[config.mk]
export PLATFORM = sky130hd
export DESIGN_NAME = escape_sequence_key_decoder_core
export DESIGN_NICKNAME = d
export VERILOG_FILES = /design/src/sv/eskd_pkg.sv /design/src/sv/escape_sequence_key_decoder_core.sv /design/src/sv/eskd_datapath.sv /design/src/sv/eskd_ctrl.sv
export SDC_FILE = /design/constraint.sdc
export NUM_CORES = 1
export LEC_CHECK = 0
export ABC_AREA = 1
export BUFFER_PORTS_ARGS = -buffer_cell sky130_fd_sc_hd__buf_4
export CORE_ASPECT_RATIO = 1.4
export CORE_MARGIN = 2
export CORE_UTILIZATION = 30
export CTS_BUF_LIST = sky130_fd_sc_hd__clkbuf_2
export CTS_CLUSTER_SIZE = 25
export DETAILED_ROUTE_END_ITERATION = 16
export SLEW_MARGIN = 10
export SYNTH_ARGS = -nofsm -noshare
export SYNTH_HDL_FRONTEND = slang
export SYNTH_SLANG_ARGS = --single-unit
export TNS_END_PERCENT = 20
[constraint.sdc]
create_clock -name i_clk -period 6.3 [get_ports i_clk]
set_input_delay 1.26 -clock i_clk [delete_from_list [all_inputs] [get_ports i_clk]]
set_output_delay 1.26 -clock i_clk [all_outputs]
set_load 0.01 [all_outputs]
[src/sv/eskd_pkg.sv]
// Shared types, constants and the function-key lookup for the escape key decoder.
package eskd_pkg;

    localparam int KEY_W     = 40;
    localparam int KEYS_W    = 3;
    localparam int MAX_KEYS  = 6;
    localparam int SEQ_LIMIT = 5;
    localparam int NUM_FKEYS = 22;

    localparam logic [7:0]  ESC_BYTE      = 8'h1B;
    localparam logic [7:0]  CSI_BYTE      = 8'h5B;
    localparam logic [15:0] CSI_PREFIX    = 16'h1B5B;
    localparam logic [7:0]  TIMEOUT_RESET = 8'd100;

    localparam logic [KEY_W-1:0] FKEY_CODES [NUM_FKEYS] = '{
        40'h00001B5B41, 40'h00001B5B42, 40'h00001B5B43, 40'h00001B5B44,
        40'h001B5B317E, 40'h001B5B327E, 40'h001B5B337E, 40'h001B5B347E,
        40'h001B5B357E, 40'h001B5B367E,
        40'h001B5B5B41, 40'h001B5B5B42, 40'h001B5B5B43, 40'h001B5B5B44,
        40'h001B5B5B45,
        40'h1B5B31377E, 40'h1B5B31387E, 40'h1B5B31397E, 40'h1B5B32307E,
        40'h1B5B32317E, 40'h1B5B32337E, 40'h1B5B32347E
    };

    // Source of the key loaded into the pending register.
    typedef enum logic [1:0] {
        SRC_HEAD,
        SRC_ESC,
        SRC_CODE
    } t_src;

    typedef struct packed {
        logic load_byte;
        logic tick_inc;
        logic clr_keys;
        logic emit;
        t_src emit_src;
        logic drop_scan;
        logic start_scan;
        logic scan_step;
        logic flush;
    } t_dp_cmd;

    typedef struct packed {
        logic cnt_zero;
        logic cnt_one;
        logic head_esc;
        logic second_csi;
        logic nkeys_max;
        logic tick_hit;
        logic scan_past;
        logic scan_match;
        logic scan_limit;
        logic pend_v;
        logic slot_free;
        logic can_emit;
    } t_dp_stat;

    function automatic logic is_fkey(input logic [KEY_W-1:0] code);
        logic hit;
        hit = 1'b0;
        for (int i = 0; i < NUM_FKEYS; i++) begin
            if (FKEY_CODES[i] == code) begin
                hit = 1'b1;
            end
        end
        return hit;
    endfunction

endpackage

[src/sv/escape_sequence_key_decoder_core.sv]
// Top level of the escape-sequence key decoder: byte/tick stream in, key codes out.
// Each key is held in the pending register, then moves into the output register when
//   the next key of the beat replaces it; the last key of a beat moves out on flush.
// Input: a new beat is taken only once the sequencer is idle again, after walking the
//   held-byte queue one decision per cycle when output stalls allow; an unexpired tick leaves it idle.
// Reset: i_rst_n synchronous active low; empties the queue, clears the tick count
//   and output valid, and sets the timeout register to 100 ticks.
module escape_sequence_key_decoder_core #(
    parameter int HOLD_DEPTH = 6
) (
    input  logic        i_clk,
    input  logic        i_rst_n,
    // Timeout register write channel
    input  logic        i_cfg_valid,
    output logic        o_cfg_ready,
    input  logic [7:0]  i_cfg_data,     // escape_timeout_ticks
    // Input stream
    input  logic        i_s_tvalid,
    output logic        o_s_tready,
    input  logic [7:0]  i_s_tdata,      // [7:0] data_byte
    input  logic        i_s_tuser,      // [0] cmd: 0 byte, 1 tick
    // Key stream
    output logic        o_m_tvalid,
    input  logic        i_m_tready,
    output logic [39:0] o_m_tdata,      // [39:0] key_code
    output logic        o_m_tlast       // is_last of the input beat's keys
);
    import eskd_pkg::*;

    t_dp_cmd  w_cmd;
    t_dp_stat w_stat;

    // The timeout register is to be written only while idle (the user's duty, not enforced here), so take every beat.
    assign o_cfg_ready = 1'b1;

    // Sequencer: accepts a beat only when idle, then walks the queue head.
    eskd_ctrl u_ctrl (
        .i_clk     (i_clk),
        .i_rst_n   (i_rst_n),
        .i_s_valid (i_s_tvalid),
        .i_s_cmd   (i_s_tuser),
        .o_s_ready (o_s_tready),
        .i_stat    (w_stat),
        .o_cmd     (w_cmd)
    );

    // Datapath: held bytes, code builder, one pending key ahead of the output
    // register so the last key of a beat can be marked before it leaves.
    eskd_datapath #(
        .HOLD_DEPTH (HOLD_DEPTH)
    ) u_datapath (
        .i_clk      (i_clk),
        .i_rst_n    (i_rst_n),
        .i_cfg_we   (i_cfg_valid),
        .i_cfg_data (i_cfg_data),
        .i_byte     (i_s_tdata),
        .i_cmd      (w_cmd),
        .o_stat     (w_stat),
        .o_m_valid  (o_m_tvalid),
        .i_m_ready  (i_m_tready),
        .o_key      (o_m_tdata),
        .o_last     (o_m_tlast)
    );

endmodule

[src/sv/eskd_datapath.sv]
// Held-byte queue, code builder, tick counter, pending key and output register.
module eskd_datapath #(
    parameter int HOLD_DEPTH = 6
) (
    input  logic               i_clk,
    input  logic               i_rst_n,
    input  logic               i_cfg_we,
    input  logic [7:0]         i_cfg_data,
    input  logic [7:0]         i_byte,
    input  eskd_pkg::t_dp_cmd  i_cmd,
    output eskd_pkg::t_dp_stat o_stat,
    output logic               o_m_valid,
    input  logic               i_m_ready,
    output logic [39:0]        o_key,
    output logic               o_last
);
    import eskd_pkg::*;

    localparam int CNT_W = $clog2(HOLD_DEPTH + 1);
    localparam int IDX_W = $clog2(HOLD_DEPTH);

    logic [7:0]       r_held [HOLD_DEPTH];
    logic [7:0]       n_held [HOLD_DEPTH];
    logic [CNT_W-1:0] r_cnt, n_cnt;
    logic [7:0]       r_tick, n_tick;
    logic [7:0]       r_timeout, n_timeout;
    logic [KEY_W-1:0] r_code, n_code;
    logic [CNT_W-1:0] r_scan, n_scan;
    logic [KEY_W-1:0] r_pend, n_pend;
    logic             r_pend_v, n_pend_v;
    logic [KEYS_W-1:0] r_nkeys, n_nkeys;
    logic [KEY_W-1:0] r_out_key, n_out_key;
    logic             r_out_last, n_out_last;
    logic             r_out_v, n_out_v;

    logic [7:0]       w_scan_byte;
    logic [KEY_W-1:0] w_code_next;
    logic [KEY_W-1:0] w_key;
    logic [CNT_W-1:0] w_drop;
    logic             w_slot_free;

    assign w_scan_byte = r_held[r_scan[IDX_W-1:0]];
    assign w_code_next = {r_code[KEY_W-9:0], w_scan_byte};
    assign w_slot_free = !r_out_v || i_m_ready;
    assign w_drop      = i_cmd.drop_scan ? (r_scan + CNT_W'(1)) : CNT_W'(1);

    always_comb begin
        unique case (i_cmd.emit_src)
            SRC_HEAD: w_key = KEY_W'(r_held[0]);
            SRC_ESC:  w_key = KEY_W'(ESC_BYTE);
            SRC_CODE: w_key = w_code_next;
            default:  w_key = KEY_W'(ESC_BYTE);
        endcase
    end

    always_comb begin
        n_held     = r_held;
        n_cnt      = r_cnt;
        n_tick     = r_tick;
        n_timeout  = r_timeout;
        n_code     = r_code;
        n_scan     = r_scan;
        n_pend     = r_pend;
        n_pend_v   = r_pend_v;
        n_nkeys    = r_nkeys;
        n_out_key  = r_out_key;
        n_out_last = r_out_last;
        n_out_v    = r_out_v;

        if (r_out_v && i_m_ready) begin
            n_out_v = 1'b0;
        end
        if (i_cfg_we) begin
            n_timeout = i_cfg_data;
        end
        if (i_cmd.clr_keys) begin
            n_nkeys = '0;
        end
        // Append at the tail; a byte that finds the queue full is lost.
        if (i_cmd.load_byte && (r_cnt < CNT_W'(HOLD_DEPTH))) begin
            for (int i = 0; i < HOLD_DEPTH; i++) begin
                if (r_cnt == CNT_W'(i)) begin
                    n_held[i] = i_byte;
                end
            end
            n_cnt = r_cnt + CNT_W'(1);
        end
        if (i_cmd.tick_inc) begin
            n_tick = r_tick + 8'd1;
        end
        if (i_cmd.start_scan) begin
            n_code = KEY_W'(CSI_PREFIX);
            n_scan = CNT_W'(2);
        end
        if (i_cmd.scan_step) begin
            n_code = w_code_next;
            n_scan = r_scan + CNT_W'(1);
        end
        // Push the previous pending key out, hold the new one, drop its bytes.
        if (i_cmd.emit) begin
            if (r_pend_v) begin
                n_out_key  = r_pend;
                n_out_last = 1'b0;
                n_out_v    = 1'b1;
            end
            n_pend   = w_key;
            n_pend_v = 1'b1;
            n_tick   = '0;
            n_nkeys  = n_nkeys + KEYS_W'(1);
            for (int i = 0; i < HOLD_DEPTH; i++) begin
                for (int j = 1; i + j < HOLD_DEPTH; j++) begin
                    if (w_drop == CNT_W'(j)) begin
                        n_held[i] = r_held[i+j];
                    end
                end
            end
            n_cnt = r_cnt - w_drop;
        end
        if (i_cmd.flush) begin
            n_out_key  = r_pend;
            n_out_last = 1'b1;
            n_out_v    = 1'b1;
            n_pend_v   = 1'b0;
        end
    end

    always_ff @(posedge i_clk) begin
        r_held     <= n_held;
        r_code     <= n_code;
        r_scan     <= n_scan;
        r_pend     <= n_pend;
        r_out_key  <= n_out_key;
        r_out_last <= n_out_last;
        if (!i_rst_n) begin
            r_cnt     <= '0;
            r_tick    <= '0;
            r_timeout <= TIMEOUT_RESET;
            r_pend_v  <= 1'b0;
            r_nkeys   <= '0;
            r_out_v   <= 1'b0;
        end else begin
            r_cnt     <= n_cnt;
            r_tick    <= n_tick;
            r_timeout <= n_timeout;
            r_pend_v  <= n_pend_v;
            r_nkeys   <= n_nkeys;
            r_out_v   <= n_out_v;
        end
    end

    always_comb begin
        o_stat.cnt_zero   = (r_cnt == '0);
        o_stat.cnt_one    = (r_cnt == CNT_W'(1));
        o_stat.head_esc   = (r_cnt != '0) && (r_held[0] == ESC_BYTE);
        o_stat.second_csi = (r_held[1] == CSI_BYTE);
        o_stat.nkeys_max  = (r_nkeys == KEYS_W'(MAX_KEYS));
        o_stat.tick_hit   = ((r_tick + 8'd1) == r_timeout);
        o_stat.scan_past  = (r_scan >= r_cnt);
        o_stat.scan_limit = (r_scan == CNT_W'(SEQ_LIMIT));
        o_stat.scan_match = (r_scan != CNT_W'(SEQ_LIMIT)) && is_fkey(w_code_next);
        o_stat.pend_v     = r_pend_v;
        o_stat.slot_free  = w_slot_free;
        o_stat.can_emit   = !r_pend_v || w_slot_free;
    end

    assign o_m_valid = r_out_v;
    assign o_key     = r_out_key;
    assign o_last    = r_out_last;

    a_cnt_bound: assert property (@(posedge i_clk) disable iff (!i_rst_n)
        r_cnt <= CNT_W'(HOLD_DEPTH))
        else $error("held byte count beyond queue depth");

    a_emit_room: assert property (@(posedge i_clk) disable iff (!i_rst_n)
        i_cmd.emit |-> (!r_pend_v || w_slot_free))
        else $error("key emitted while pending key cannot move out");

    a_emit_nonempty: assert property (@(posedge i_clk) disable iff (!i_rst_n)
        i_cmd.emit |-> (r_cnt != '0))
        else $error("key emitted from an empty queue");

    a_flush_clears: assert property (@(posedge i_clk) disable iff (!i_rst_n)
        i_cmd.flush |=> !r_pend_v)
        else $error("pending key left after flush");

    a_keys_bound: assert property (@(posedge i_clk) disable iff (!i_rst_n)
        r_nkeys <= KEYS_W'(MAX_KEYS))
        else $error("too many keys for one input beat");

endmodule

[src/sv/eskd_ctrl.sv]
// Parse sequencer for the escape key decoder.
module eskd_ctrl (
    input  logic               i_clk,
    input  logic               i_rst_n,
    input  logic               i_s_valid,
    input  logic               i_s_cmd,
    output logic               o_s_ready,
    input  eskd_pkg::t_dp_stat i_stat,
    output eskd_pkg::t_dp_cmd  o_cmd
);
    import eskd_pkg::*;

    localparam logic [1:0] ST_IDLE  = 2'd0;
    localparam logic [1:0] ST_HEAD  = 2'd1;
    localparam logic [1:0] ST_SCAN  = 2'd2;
    localparam logic [1:0] ST_FLUSH = 2'd3;

    localparam logic CMD_BYTE = 1'b0;

    logic [1:0] r_state, n_state;

    always_comb begin
        n_state = r_state;
        o_cmd   = '{emit_src: SRC_ESC, default: 1'b0};
        unique case (r_state)
            ST_IDLE: begin
                if (i_s_valid) begin
                    if (i_s_cmd == CMD_BYTE) begin
                        o_cmd.load_byte = 1'b1;
                        o_cmd.clr_keys  = 1'b1;
                        n_state         = ST_HEAD;
                    end else if (i_stat.head_esc) begin
                        if (i_stat.tick_hit) begin
                            o_cmd.clr_keys = 1'b1;
                            o_cmd.emit     = 1'b1;
                            o_cmd.emit_src = SRC_ESC;
                            n_state        = ST_HEAD;
                        end else begin
                            o_cmd.tick_inc = 1'b1;
                        end
                    end
                end
            end
            ST_HEAD: begin
                if (i_stat.cnt_zero || i_stat.nkeys_max) begin
                    n_state = ST_FLUSH;
                end else if (!i_stat.head_esc) begin
                    if (i_stat.can_emit) begin
                        o_cmd.emit     = 1'b1;
                        o_cmd.emit_src = SRC_HEAD;
                    end
                end else if (i_stat.cnt_one) begin
                    n_state = ST_FLUSH;
                end else if (!i_stat.second_csi) begin
                    if (i_stat.can_emit) begin
                        o_cmd.emit     = 1'b1;
                        o_cmd.emit_src = SRC_ESC;
                    end
                end else begin
                    o_cmd.start_scan = 1'b1;
                    n_state          = ST_SCAN;
                end
            end
            ST_SCAN: begin
                if (i_stat.scan_past) begin
                    n_state = ST_FLUSH;
                end else if (i_stat.scan_match) begin
                    if (i_stat.can_emit) begin
                        o_cmd.emit      = 1'b1;
                        o_cmd.emit_src  = SRC_CODE;
                        o_cmd.drop_scan = 1'b1;
                        n_state         = ST_HEAD;
                    end
                end else if (i_stat.scan_limit) begin
                    if (i_stat.can_emit) begin
                        o_cmd.emit     = 1'b1;
                        o_cmd.emit_src = SRC_ESC;
                        n_state        = ST_HEAD;
                    end
                end else begin
                    o_cmd.scan_step = 1'b1;
                end
            end
            ST_FLUSH: begin
                if (!i_stat.pend_v) begin
                    n_state = ST_IDLE;
                end else if (i_stat.slot_free) begin
                    o_cmd.flush = 1'b1;
                    n_state     = ST_IDLE;
                end
            end
            default: begin
                n_state = ST_IDLE;
            end
        endcase
    end

    assign o_s_ready = (r_state == ST_IDLE);

    always_ff @(posedge i_clk) begin
        if (!i_rst_n) begin
            r_state <= ST_IDLE;
        end else begin
            r_state <= n_state;
        end
    end

endmodule

* Word level (Yosys, flattened, before mapping)
Index checks and enable logic that the tools add are counted.
Operators by class: muxes and demuxes 114, bitwise logic cells 2, equal/unequal tests 49, div/mod/pow operators 0, magnitude comparators 3, multiply operators 0, reduce and logical (&&, ||, !) cells 23, shifts and indexed selects 0, add/subtract/negate cells 5
Operators with widths (count):
- $eq 29x40->1 const A | 11
- $eq 37x40->1 const A | 7
- $mux 8 | 23
- $eq 21x40->1 const A | 4
- $mux 40 | 4
- $pmux 40 s2 | 1
- $mux 32 | 2
- $mux 3 | 17
- $mux 48 | 1
- $mux 1 | 44
- $mux 2 | 14
- $bmux 8 s3 | 1
- $eq 3x3->1 const B | 6
- $eq 3x2->1 const B | 4
- $mux 4 | 3
- $add 3x1->3 const B | 3
- $pmux 3 s3 | 1
- $add 8x1->8 const B | 1
- $eq 8x5->1 const B | 1
- $eq 8x7->1 const B | 1
- $eq 8x8->1 | 1
- $ne 4x1->1 const B | 2
- $pmux 2 s4 | 1
- $reduce_bool 2->1 | 4
- 24 further kinds | 39
Storage, ports and cells: RAM bits 0, output and inout port bits 44, memories 0, input bits 22, ROM bits 0, latch bits 0, flip-flop bits (word level) 190

* Depth between registers and ports, before layout
Gate-level depths: netlist of run 1.
word-level depth 39, gate-level depth with buffers 24

* Cells and area by module
A second synthesis of run 1 with hierarchy kept.
Unflattened totals: cell total of the unflattened synthesis 1184, area, all modules 9739.3 um2
Modules (own cells, without submodules):
- eskd_datapath | seq. area each 4994.8 um2, area an instance 9391.5 um2, cells each 1119, instances 1
- eskd_ctrl | seq. area each 40.0 um2, area an instance 336.6 um2, cells each 63, instances 1
- escape_sequence_key_decoder_core | seq. area each 0.0 um2, area an instance 11.3 um2, cells each 2, instances 1

* Worst setup path before layout of run 1
Ideal clock, no wire load.
path kind register to register, from reg u_datapath.r_scan[0], to reg u_datapath.r_cnt[1], path slack 1701 ps, clock period less this slack 4599 ps, arrival 4482 ps, data required time 6183 ps, cell stages (with the launch flop) 21, cell sequence edfxtp_1 -> inv_2 -> buf_2 -> clkbuf_1 -> clkbuf_1 -> ha_1 -> o21ai_0 -> nand2_1 -> a21oi_1 -> inv_1 -> nor2_1 -> nand2_1 -> inv_1 -> nand2_1 -> nand3_2 -> clkbuf_1 -> o21ai_0 -> inv_1 -> fa_1 -> nand2_1 -> a21oi_1
Between the ends: longest elaborated chain between the ends 34, elaborated cells between the ends (all ways) 63
Ends and longest elaborated chain:
- from (decl) | RTL line eskd_datapath.sv:28 | logic [CNT_W-1:0] r_scan, n_scan;
- from (signal assigned) | RTL line eskd_datapath.sv:130 | r_scan <= n_scan;
- $not 3->4 (implied by the code) | RTL line eskd_datapath.sv:42 | assign w_scan_byte = r_held[r_scan[IDX_W-1:0]];
- $bmux 8 s3 | RTL line eskd_datapath.sv:42
- $mux 8 (implied by the code) (2 in a row) | RTL line eskd_datapath.sv:42
- $eq 21x40->1 | RTL line eskd_pkg.sv:63 | if (FKEY_CODES[i] == code) begin
- $mux 1 (22 in a row) | RTL line eskd_pkg.sv:63
- $logic_and 1x1->1 | RTL line eskd_datapath.sv:160 | o_stat.scan_match = (r_scan != CNT_W'(SEQ_LIMIT)) && is_fkey(w_code_next);
- $mux 1 | RTL line eskd_ctrl.sv:67 | end else if (i_stat.scan_match) begin
- $mux 4 | RTL line eskd_ctrl.sv:65 | if (i_stat.scan_past) begin
- $mux 1 | RTL line eskd_ctrl.sv:25 | unique case (r_state)
- $mux 3 | RTL line eskd_datapath.sv:45 | assign w_drop = i_cmd.drop_scan ? (r_scan + CNT_W'(1)) : CNT_W'(1);
- $sub 3x3->3 | RTL line eskd_datapath.sv:117 | n_cnt = r_cnt - w_drop;
- $mux 3 * | RTL line eskd_datapath.sv:100 | if (i_cmd.emit) begin
- net u_datapath.n_cnt[1] | RTL line eskd_datapath.sv:24 | logic [CNT_W-1:0] r_cnt, n_cnt;
- to (signal assigned) | RTL line eskd_datapath.sv:142 | r_cnt <= n_cnt;
- to (decl) | RTL line eskd_datapath.sv:24
The timed path passes the listed nets; every way through them passes the cells marked *. The select of a mux whose other input is x is not followed. A chain may end at the register's enable or synchronous reset.

==> results of run 1 <==
[sequential cells by signal (all words and copies together), names as in the netlist, 2 cells and up]
name and flops:
u_datapath.r_cnt 3, u_datapath.r_timeout 8, u_datapath.r_tick 8, u_datapath.r_scan 3, u_datapath.o_key 40, u_ctrl.r_state 2, u_datapath.r_held 48, u_datapath.r_nkeys 3
u_datapath.r_code 32, u_datapath.r_pend 40
[cells in the final DEF, fill, tap and decap left out, types with 6 or more instances in the layout]
| cell type | count |
|---|---|
| nand2_1 | 289 |
| nor2_1 | 142 |
| inv_1 | 125 |
| edfxtp_1 | 123 |
| o21ai_0 | 95 |
| a21oi_1 | 75 |
| buf_4 | 71 |
| dfxtp_1 | 67 |
| nand3_1 | 65 |
| o211ai_1 | 19 |
| clkbuf_2 | 17 |
| o21ai_1 | 15 |
| nand4_1 | 14 |
| nor3_1 | 11 |
| or2_2 | 11 |
| conb_1 | 11 |
| nor4_1 | 10 |
| inv_2 | 8 |
| xor2_1 | 8 |
| ha_1 | 8 |
| o22ai_1 | 7 |
| inv_6 | 6 |
| nand2_2 | 6 |
| xnor2_1 | 6 |
[area by class of cell]
cell class	instances	area, um2	area share (%)
timing repair buffer	71	533	4.87
antenna	1	2.50	0.0229
clock buffer	17	85.1	0.777
inverter	137	519	4.74
multi-input combinational	833	4080	37.2
tap	440	551	5.03
clock inverter	15	148	1.35
sequential	190	5030	46.0
[power by group through the flow]
stage | clock (mW) | sequential (mW) | combinational (mW)
after floorplan | 0 | 1.71 | 0.751
after global placement | 0 | 1.79 | 0.973
after detailed placement | 0 | 1.79 | 0.987
after CTS | 0.646 | 1.76 | 0.992
after global routing | 0.688 | 1.79 | 1.14
final | 0.616 | 1.77 | 1.00
[cell families (layout without fill, tap and decap cells)]
| kind of cell | count (synthesis) | count (layout) | share of synthesized area (%) |
|---|---|---|---|
| XOR/XNOR | 14 | 14 | 1.25 |
| adder cells (fa/ha/maj) | 9 | 9 | 1.22 |
| multiplexers | 5 | 5 | 0.535 |
| flip-flops | 190 | 190 | 51.3 |
| AND/OR/NAND/NOR | 570 | 570 | 25.3 |
| AO/OA/AOI/OAI | 224 | 224 | 12.5 |
| other | 2 | 12 | 0.0765 |
| buffers and inverters | 181 | 240 | 7.81 |
[final timing paths]
check	slack, ns	to	cells past startpoint
worst max-delay path	1.86	u_datapath.r_held[24]	17
worst min-delay path	0.45	u_datapath.o_key[39]	0
worst max register to register	1.86	u_datapath.r_held[24]	17
worst min register to register	0.45	u_datapath.o_key[39]	0
[stage by stage]
step           setup slack, ns  cells  area, um2
2_1_floorplan             1.70   1204       9850
3_3_place_gp              2.04   1671      10700
3_5_place_dp              1.90   1671      10700
4_1_cts                   1.91   1703      10900
5_1_grt                   1.42   1704      11000
6_report                  1.86   1704      11000
[routing by layer]
| metal | global-route usage (%) | vias up | share of wire [%] |
|---|---|---|---|
| li1 | - | 4094 | - |
| met2 | 27.1 | 245 | 51 |
| met4 | 5.72 | 0 | 2.6 |
| met5 | 0 | - | 0 |
| met1 | 18.4 | 3891 | 42 |
| met3 | 2.56 | 39 | 4.2 |
==> results.md, run 1 <==
* Status: finished, final reports clean
* Total Wirelength at ~26 mm
* Crit path launch: u_datapath.r_scan[0]
* Fin util at 33.9%
* Ys flop type: edfxtp_1
* Sequential share of power at around 52%
* Register area share after synthesis at slightly above 50%
* Hold_buf cts at 0
* RSZ-0062 raised after global routing: no
* Num CTS Buffers at 17
* Max Clock Skew at roughly 0.063 ns
* Total chip power at 3.38 mW
* Final setup fails at 0
* Synth top area share at between 30% and 40%
* Worst-path clk slew at ~0.26 ns
* Slew @ Worst Pin at 0.938 ns
* Post-synthesis cell type count at 54
* Worst Path Buf+Inv at 4
* TritonCTS clock tree: yes
* Worst Path Required at ~7.0 ns
* Fraction of layout cells with a size suffix above 1 at ~12%
* Worst vdd ir at about 0.00015 V
* Fillers at roughly 3400
* Sink Count at 190
* PostCTS Resize Cnt at 0
* Commonest cells in the netlist: nand2_1, nor2_1, inv_1, edfxtp_1, o21ai_0
* Mean post-synth cell area at 8.22 um2
* Routability cong. at a little over 0.9
* GRT Total Usage at about 15%
* Worst reg2reg startpoint: u_datapath.r_scan[0]
* Rows at about 80
* Max-slew violations at 0
* Max Clock Freq at ~230 MHz
* Fin nets at 1281
* Global-route wire length before repair at 41.2 mm
* HP Class: flip-flop to flip-flop
* CTS max path bufs at 2
* Vias per cell at 4.85
* Die area at around 34000 um2
* Port bufs at 64
* Pwr dens at just over 300 nW/um2
* Switching power at approximately 1.3 mW
* Clk network pwr share at between 10% and 20%
* Mapped cell area at approximately 9800 um2
* WP data arrival at roughly 5 ns
* Post-route ant nets at 0
* Dpl hpwl at roughly 19 mm
* Total core area at approximately 32000 um2
* Critical path type: flip-flop to flip-flop
* Worst Hold Launch: u_datapath.r_pend[39]
* Pin count of the biggest net entering global routing at 56
* Crit path max-delay family: simple AND/OR/NAND/NOR gates
* Period Utilization, post-route at approximately 70%
* Max FO, Critical Path at 49
* Setup Total Neg Slack at 0 ns
* Worst hold margin at 0.446 ns
* Post-synth ARST share at 0%
* Synth area leaders: edfxtp_1, dfxtp_1, nand2_1
* Initial antenna violation count at 1
* Synth area leader: edfxtp_1
* Most numerous cell in the Yosys netlist: nand2_1
* Leak Pwr at 4.59 nW
* Yosys warns at 0
* Worst setup SP type: flip-flop
* GR Overflow Total at 0
* Clk root buf: clkbuf_2
* Critical-path cell list: buf_4, inv_2, ha_1, o21ai_0, nand2_1, a21oi_1, inv_1, nor2_1, nand2_1, a21oi_1, nand2_4, nor2_8, nand2_4, nor2_4, inv_1, o211ai_1, o21ai_1
* Die width at 157 um
* DRC at 0
* Area grow syn2layout at 11.5%
* Sw Share at between 30% and 40%
* Logic pwr share at a little under 30%
* Max Cap Violations at 0
* Final Critical Period at ~4.4 ns
* Number of global-route vias before repair at ~7800
* Vias at between 8000 and 9000
* Starting DRC count in detailed routing at just over 700
* Synth Instances at ~1200
* Worst path slowest cell: buf_4
* Top Ports at 66
* Drt wl/cell at 15.3 um
* Endpoint type of the worst setup path: flip-flop
* Final hold viol count at 0
* Initial core utilization at 30.4%
* Worst skew pair latency at 0.82 ns
* Die height at around 220 um
* # H-tree levels at 4
* Relative slew slack at between 30 and 40%
* Power Internal at between 2 and 2.5 mW
* Number of flops mapped to enable cells by yosys at approximately 120
* Yosys reg bits at 190
* Crit-path max cell delay at around 0.47 ns
* Post-CTS Setup Bufs at 0
* First drt pass iteration count at 6
Note: power is estimated with default switching activity, not from simulation.
==> inputs of run 2 (changes only) <==
clock period = 3.87 ns   (was 6.3 ns; I/O delays follow)
==> run 2 against run 1 <==
Net effect:
- critical path type unchanged
- non-clock buffer count grew 15
- highest routed layer unchanged
- global-route usage is essentially flat
- clock-buffer cell count grew 1
- cell area grew 0.72%
- first-iteration DRC count shrank 9.7%
- register-to-register slack lost 1.6 ns
==> results.md, run 2 (synthesis results as in run 1) <==
* Final setup fails at 0 (unchanged)
* Post-route ant nets at 0 (unchanged)
* Clk root buf: clkbuf_2
* Fraction of layout cells with a size suffix above 1 at 13.1% (+0.96 points)
* Dpl hpwl at 18.9 mm (-0.62%)
* Critical-path cell list: inv_6, nand2_4, inv_2, o211ai_1, nand2_1, nand2_1, nor2_2, and2_4, nand4_4, nand3_1, nand2_1, nand3_4, clkinv_1, nand2_1, nand2_1, nand2_1, nand3_1, nand2_1, nor2_1
* Cell Count, Final, Fillers Out at 1718 (+0.82%)
* FF/Latch Area at 5030 um2 (unchanged)
* Rows at 78 (unchanged)
* TritonCTS clock tree: yes
* Worst hold margin at 0.123 ns (-0.323 ns)
* Final hold viol count at 0 (unchanged)
* Max-slew violations at 0 (unchanged)
* Critical path type: flip-flop to flip-flop
* Slew @ Worst Pin at 0.812 ns (-0.125 ns)
* DRC at 0 (unchanged)
* Pin count of the biggest net entering global routing at 46 (-18%)
* PostCTS Resize Cnt at 0 (unchanged)
* Worst skew pair latency at 0.85 ns (+0.03 ns)
* Pre-CTS setup slack at 0.359 ns (-1.55 ns)
* Final Critical Period at 3.60 ns (-0.844 ns)
* CTS max path bufs at 2 (unchanged)
* RSZ-0062 raised after global routing: no
* Most flops, register: u_datapath.r_held
* Reg2Reg Depth at 19 (+2)
* Final WS setup at 0.272 ns (-1.59 ns)
* Area grow syn2layout at 12.3%
* Leak Pwr at 4.63 nW (+0.91%)
* Die width at 157 um (unchanged)
* Most common cell after layout, fill and taps aside: nand2_1
* Worst Hold Launch: i_s_tdata[2]
* GR Overflow Total at 0 (unchanged)
* # H-tree levels at 4 (unchanged)
* Port bufs at 64 (unchanged)
* Starting DRC count in detailed routing at 652 (-9.7%)
* GRT Total Usage at 15.2% (-0.046 points)
* Pwr dens at 493 nW/um2 (+59%)
* Crit path launch: u_datapath.r_scan[1]
* Worst path depth at 19 (+2)
* Die area at 34200 um2 (unchanged)
* Max Clock Freq at 278 MHz (+23%)
* Multi-input gate area at 4070 um2 (-0.21%)
* Worst reg2reg startpoint: u_datapath.r_scan[1]
* Initial core utilization at 30.4% (unchanged)
* Endpoint type of the worst setup path: flip-flop
* Worst-path clk slew at 0.29 ns (+0.03 ns)
* Routability cong. at 0.906 (-0.58%)
* Top Ports at 66 (unchanged)
* Total core area at 32300 um2 (unchanged)
* Vias per cell at 4.75 (-2.1%)
* Drt wl/cell at 14.9 um (-2.7%)
* Worst path slowest cell: edfxtp_1
* Placed cells at 1686 (+0.90%)
* Die height at 218 um (unchanged)
* Crit-path max cell delay at 0.71 ns (+0.24 ns)
* Max FO, Critical Path at 15 (-69%)
* Num CTS Buffers at 17 (unchanged)
* WP data arrival at 4.39 ns (-0.74 ns)
* HP Class: input pin to flip-flop
* Period Utilization, post-route at 93.0% (+22 points)
* Vias at 8164 (-1.3%)
* Commonest non-fill, non-tap cells in the layout: nand2_1, nor2_1, inv_1, edfxtp_1, o21ai_0
* Hold_buf cts at 0 (unchanged)
* Worst vdd ir at 0.000184 V (+21%)
* Max reg flops at 48 (unchanged)
* Worst setup SP type: flip-flop
* Most common cell on crit path: nand2_1
* Total Wirelength at 25.6 mm (-1.9%)
* Hold path depth at 1 (+1)
* Initial antenna violation count at 1 (unchanged)
* Worst Path Required at 4.67 ns (-2.32 ns)
* R2R Setup Slk at 0.27 ns (-1.59 ns)
* Fin nets at 1296 (+1.2%)
* Max Clock Skew at 0.0570 ns (-0.00613 ns)
* Fillers at 3385 (+0.15%)
* Global-route wire length before repair at 40.9 mm (-0.77%)
* Max Cap Violations at 0 (unchanged)
* Post-CTS Setup Bufs at 0 (unchanged)
* Relative slew slack at 45.5% (+8.4 points)
* Status: finished, final reports clean
* Sink Count at 190 (unchanged)
* Crit path max-delay family: simple AND/OR/NAND/NOR gates
* First drt pass iteration count at 7 (+1)
* Setup Total Neg Slack at 0 ns (unchanged)
* Worst Path Buf+Inv at 3 (-1)
* Number of global-route vias before repair at 7787 (+0.051%)
## run 2: worst paths after layout
| kind | end |
|---|---|
| setup reg to reg | u_datapath.r_cnt[2] |
| setup / recovery | u_datapath.r_cnt[2] |
| hold / removal | u_datapath.r_held[2] |
| hold reg to reg | u_datapath.o_key[23] |
## run 2: report_power, final
part	total [mW]	leakage [nW]	switching, mW	internal (mW)
Combinational	1.63	2.86	1.05	0.584
Clock	0.939	0.116	0.707	0.233
Sequential	2.86	1.66	0.301	2.56
Total	5.43	4.63	2.06	3.37
## run 2: area by class of cell
cell class | instances | area share (%)
Antenna cell | 1 | 0.0227
Clock buffer | 18 | 0.817
Clock inverter | 13 | 1.07
Inverter | 137 | 4.71
Multi-Input combinational cell | 833 | 36.9
Sequential cell | 190 | 45.6
Tap cell | 440 | 4.99
Timing Repair Buffer | 86 | 5.85
## run 2: worst register-to-register path, stage by stage (launching register included)
cell and delay [ns]:
edfxtp_1 0.71, inv_6 0.22, nand2_4 0.10, inv_2 0.15, o211ai_1 0.18, nand2_1 0.18, nand2_1 0.08, nor2_2 0.14
and2_4 0.18, nand4_4 0.09, nand3_1 0.16, nand2_1 0.10, nand3_4 0.18, clkinv_1 0.46, nand2_1 0.30, nand2_1 0.08
nand2_1 0.08, nand3_1 0.07, nand2_1 0.06, nor2_1 0.03
## run 2: metrics by stage
step / utilization [%] / instance area [um2] / power (mW)
2_1_floorplan: - / 9860 / 4.00
3_3_place_gp: 33.5 / 10800 / 4.50
3_5_place_dp: 33.5 / 10800 / 4.52
4_1_cts: 34.1 / 11000 / 5.45
5_1_grt: 34.1 / 11000 / 5.82
6_report: 34.1 / 11000 / 5.43
## run 2: routing by layer
metal	part of all wire (%)	wire length (um)	vias up	track usage [%]
li1	-	-	4105	-
met1	43	11100	3804	18.9
met2	51	12900	223	26.7
met3	4.1	1040	32	2.58
met4	2.1	527	0	4.80
met5	0	0	-	0
==> inputs of run 3 (changes only) <==
CORE_UTILIZATION = 60   (was 30)
MAX_ROUTING_LAYER = met4   (was default)
PLACE_DENSITY = 0.79   (was default)
clock period = 3.7 ns   (was 3.87 ns; I/O delays follow)
==> run 3 against run 2 <==
Net effect:
- clock skew shrank 0.016 ns
- clock-buffer cell count shrank 1
- cell area shrank 1.4%
- sequential share of layout area grew 0.65 points
- via count grew 3.8%
- clock power grew 22%
- routed wire length is essentially flat
- fmax grew 4.8%
==> results.md, run 3 (synthesis results as in run 1) <==
* Fin util at 67.5% (+33 points)
* TritonCTS clock tree: yes
* Routability cong. at 0.951 (+5.0%)
* HP Class: input pin to flip-flop
* Status: finished, final reports clean
* Pin count of the biggest net entering global routing at 49 (+6.5%)
* Critical path type: flip-flop to flip-flop
* Max-slew violations at 0 (unchanged)
* # H-tree levels at 4 (unchanged)
* Fillers at 1399 (-59%)
* Initial antenna violation count at 1 (unchanged)
* Worst-path clk slew at 0.33 ns (+0.04 ns)
* Die area at 17400 um2 (-49%)
* Total Wirelength at 25.6 mm (about the same)
* Sink Count at 190 (unchanged)
* Vias per cell at 5.72 (+20%)
* Slew @ Worst Pin at 0.701 ns (-0.112 ns)
* CTS max path bufs at 2 (unchanged)
* Most common cell after layout, fill and taps aside: nand2_1
* Num CTS Buffers at 17 (unchanged)
* RSZ-0062 raised after global routing: no
* Worst vdd ir at 0.000344 V (+87%)
* Max reg flops at 48 (unchanged)
* Worst Hold Launch: i_cfg_data[2]
* Relative slew slack at 52.9% (+7.4 points)
* Dpl hpwl at 18.3 mm (-2.9%)
* First drt pass iteration count at 8 (+1)
* Fraction of layout cells with a size suffix above 1 at 13.6% (+0.50 points)
* Final hold viol count at 0 (unchanged)
* Pwr dens at 542 nW/um2 (+10%)
* Worst Path Required at 4.26 ns (-0.41 ns)
* Clk root buf: clkbuf_2
* Commonest non-fill, non-tap cells in the layout: nand2_1, nor2_1, inv_1, edfxtp_1, o21ai_0
* Drt wl/cell at 17.2 um (+16%)
* Max Clock Freq at 291 MHz (+4.8%)
* Leak Pwr at 4.71 nW (+1.7%)
* Endpoint type of the worst setup path: flip-flop
* Die width at 112 um (-29%)
* Hold_buf cts at 0 (unchanged)
* Vias at 8473 (+3.8%)
* Global-route wire length before repair at 40.5 mm (-0.81%)
* Period Utilization, post-route at 92.8% (-0.15 points)
* Number of global-route vias before repair at 8172 (+4.9%)
* Worst setup SP type: flip-flop
* Max FO, Critical Path at 48 (+33)
* Starting DRC count in detailed routing at 779 (+19%)
* Worst reg2reg startpoint: u_datapath.r_scan[0]
* Fin nets at 1300 (+0.31%)
* Final Critical Period at 3.43 ns (-0.164 ns)
* Initial core utilization at 61.0% (+31 points)
* Final setup fails at 0 (unchanged)
* Worst skew pair latency at 0.84 ns (about the same)
* Port bufs at 64 (unchanged)
* Rows at 55 (-29%)
* Most flops, register: u_datapath.r_held
* Post-route ant nets at 0 (unchanged)
* GR Overflow Total at 0 (unchanged)
* Max Clock Skew at 0.0411 ns (-0.0160 ns)
* Total core area at 16100 um2 (-50%)
* Area grow syn2layout at 10.7%
* Crit path launch: u_datapath.r_scan[0]
* Max Cap Violations at 0 (unchanged)
* GRT Total Usage at 30.5% (+15 points)
* Setup Total Neg Slack at 0 ns (unchanged)
* WP data arrival at 3.99 ns (-0.40 ns)
* Die height at 155 um (-29%)
* DRC at 0 (unchanged)
* Top Ports at 66 (unchanged)
## run 3: cell types whose count changed in the layout (fill, tap and decap cells not counted), moves of 2 or more
cell	delta
clkinvlp_4	-5
inv_12	+4
inv_8	+4
buf_12	+3
clkinv_8	+3
clkinv_1	-2
## run 3: path summary, 6_finish.rpt
| check | to | slack, ns | depth (start not counted) |
|---|---|---|---|
| worst max-delay path | u_datapath.o_key[37] | 0.27 | 17 |
| worst min-delay path | u_datapath.r_timeout[2] | 0.08 | 3 |
| worst max register to register | u_datapath.o_key[37] | 0.27 | 17 |
| worst min register to register | u_datapath.o_key[30] | 0.43 | 0 |
## run 3: stage by stage
step / area [um2] / hold slack, ns / setup slack (ns) / total power [mW] / std cells
final: 10900 / 0.0755 / 0.266 / 5.89 / 1482
after CTS: 10800 / 0.0462 / 0.146 / 5.85 / 1478
after global placement: 10500 / 0.400 / 0.186 / 4.70 / 1446
after global routing: 10900 / 0.0319 / 0.0259 / 6.23 / 1482
after detailed placement: 10500 / 0.405 / 0.174 / 4.73 / 1446
after floorplan: 9860 / 0.400 / 0.00804 / 4.19 / 1204
## run 3: worst max-delay path, stage by stage (launching register included)
cell,delay (ns)
edfxtp_1,0.54
buf_12,0.24
nand2_1,0.13
nand3_1,0.10
nand2_1,0.13
nand2_1,0.10
nand2_2,0.11
nand2_1,0.07
nor2_1,0.14
and2_4,0.19
nand4_4,0.10
nand3_1,0.18
nand2_1,0.11
nand3_4,0.20
buf_4,0.32
nand2_1,0.15
nand2_2,0.11
buf_12,0.23
## run 3: routing by layer
| metal | global-route usage [%] | part of all wire, % | up-vias |
|---|---|---|---|
| met2 | 52.0 | 50 | 389 |
| met5 | - | 0 | - |
| met3 | 4.71 | 6.9 | 77 |
| met1 | 34.5 | 39 | 3880 |
| met4 | 16.3 | 4.1 | 0 |
| li1 | - | - | 4127 |
## run 3: timing repair
action / in CTS / in global routing
buffers inserted: 0 / 3
setup endpoints to repair: 0 / 49
gates resized for setup: 0 / 3
## run 3: cell type report
cell class / instances / area [um2] / share of cell area, %
Clock inverter: 15 / 196 / 1.81
Timing Repair Buffer: 90 / 713 / 6.56
Inverter: 137 / 522 / 4.80
Antenna cell: 1 / 2.50 / 0.0230
Tap cell: 199 / 249 / 2.29
Sequential cell: 190 / 5030 / 46.3
Multi-Input combinational cell: 833 / 4070 / 37.4
Clock buffer: 17 / 85.1 / 0.782
## run 3: where the power goes
group          switching (mW)  internal, mW  total (mW)
sequential              0.334          2.67        3.01
combinational            1.11         0.619        1.73
clock                   0.887         0.264        1.15
total                    2.33          3.56        5.89
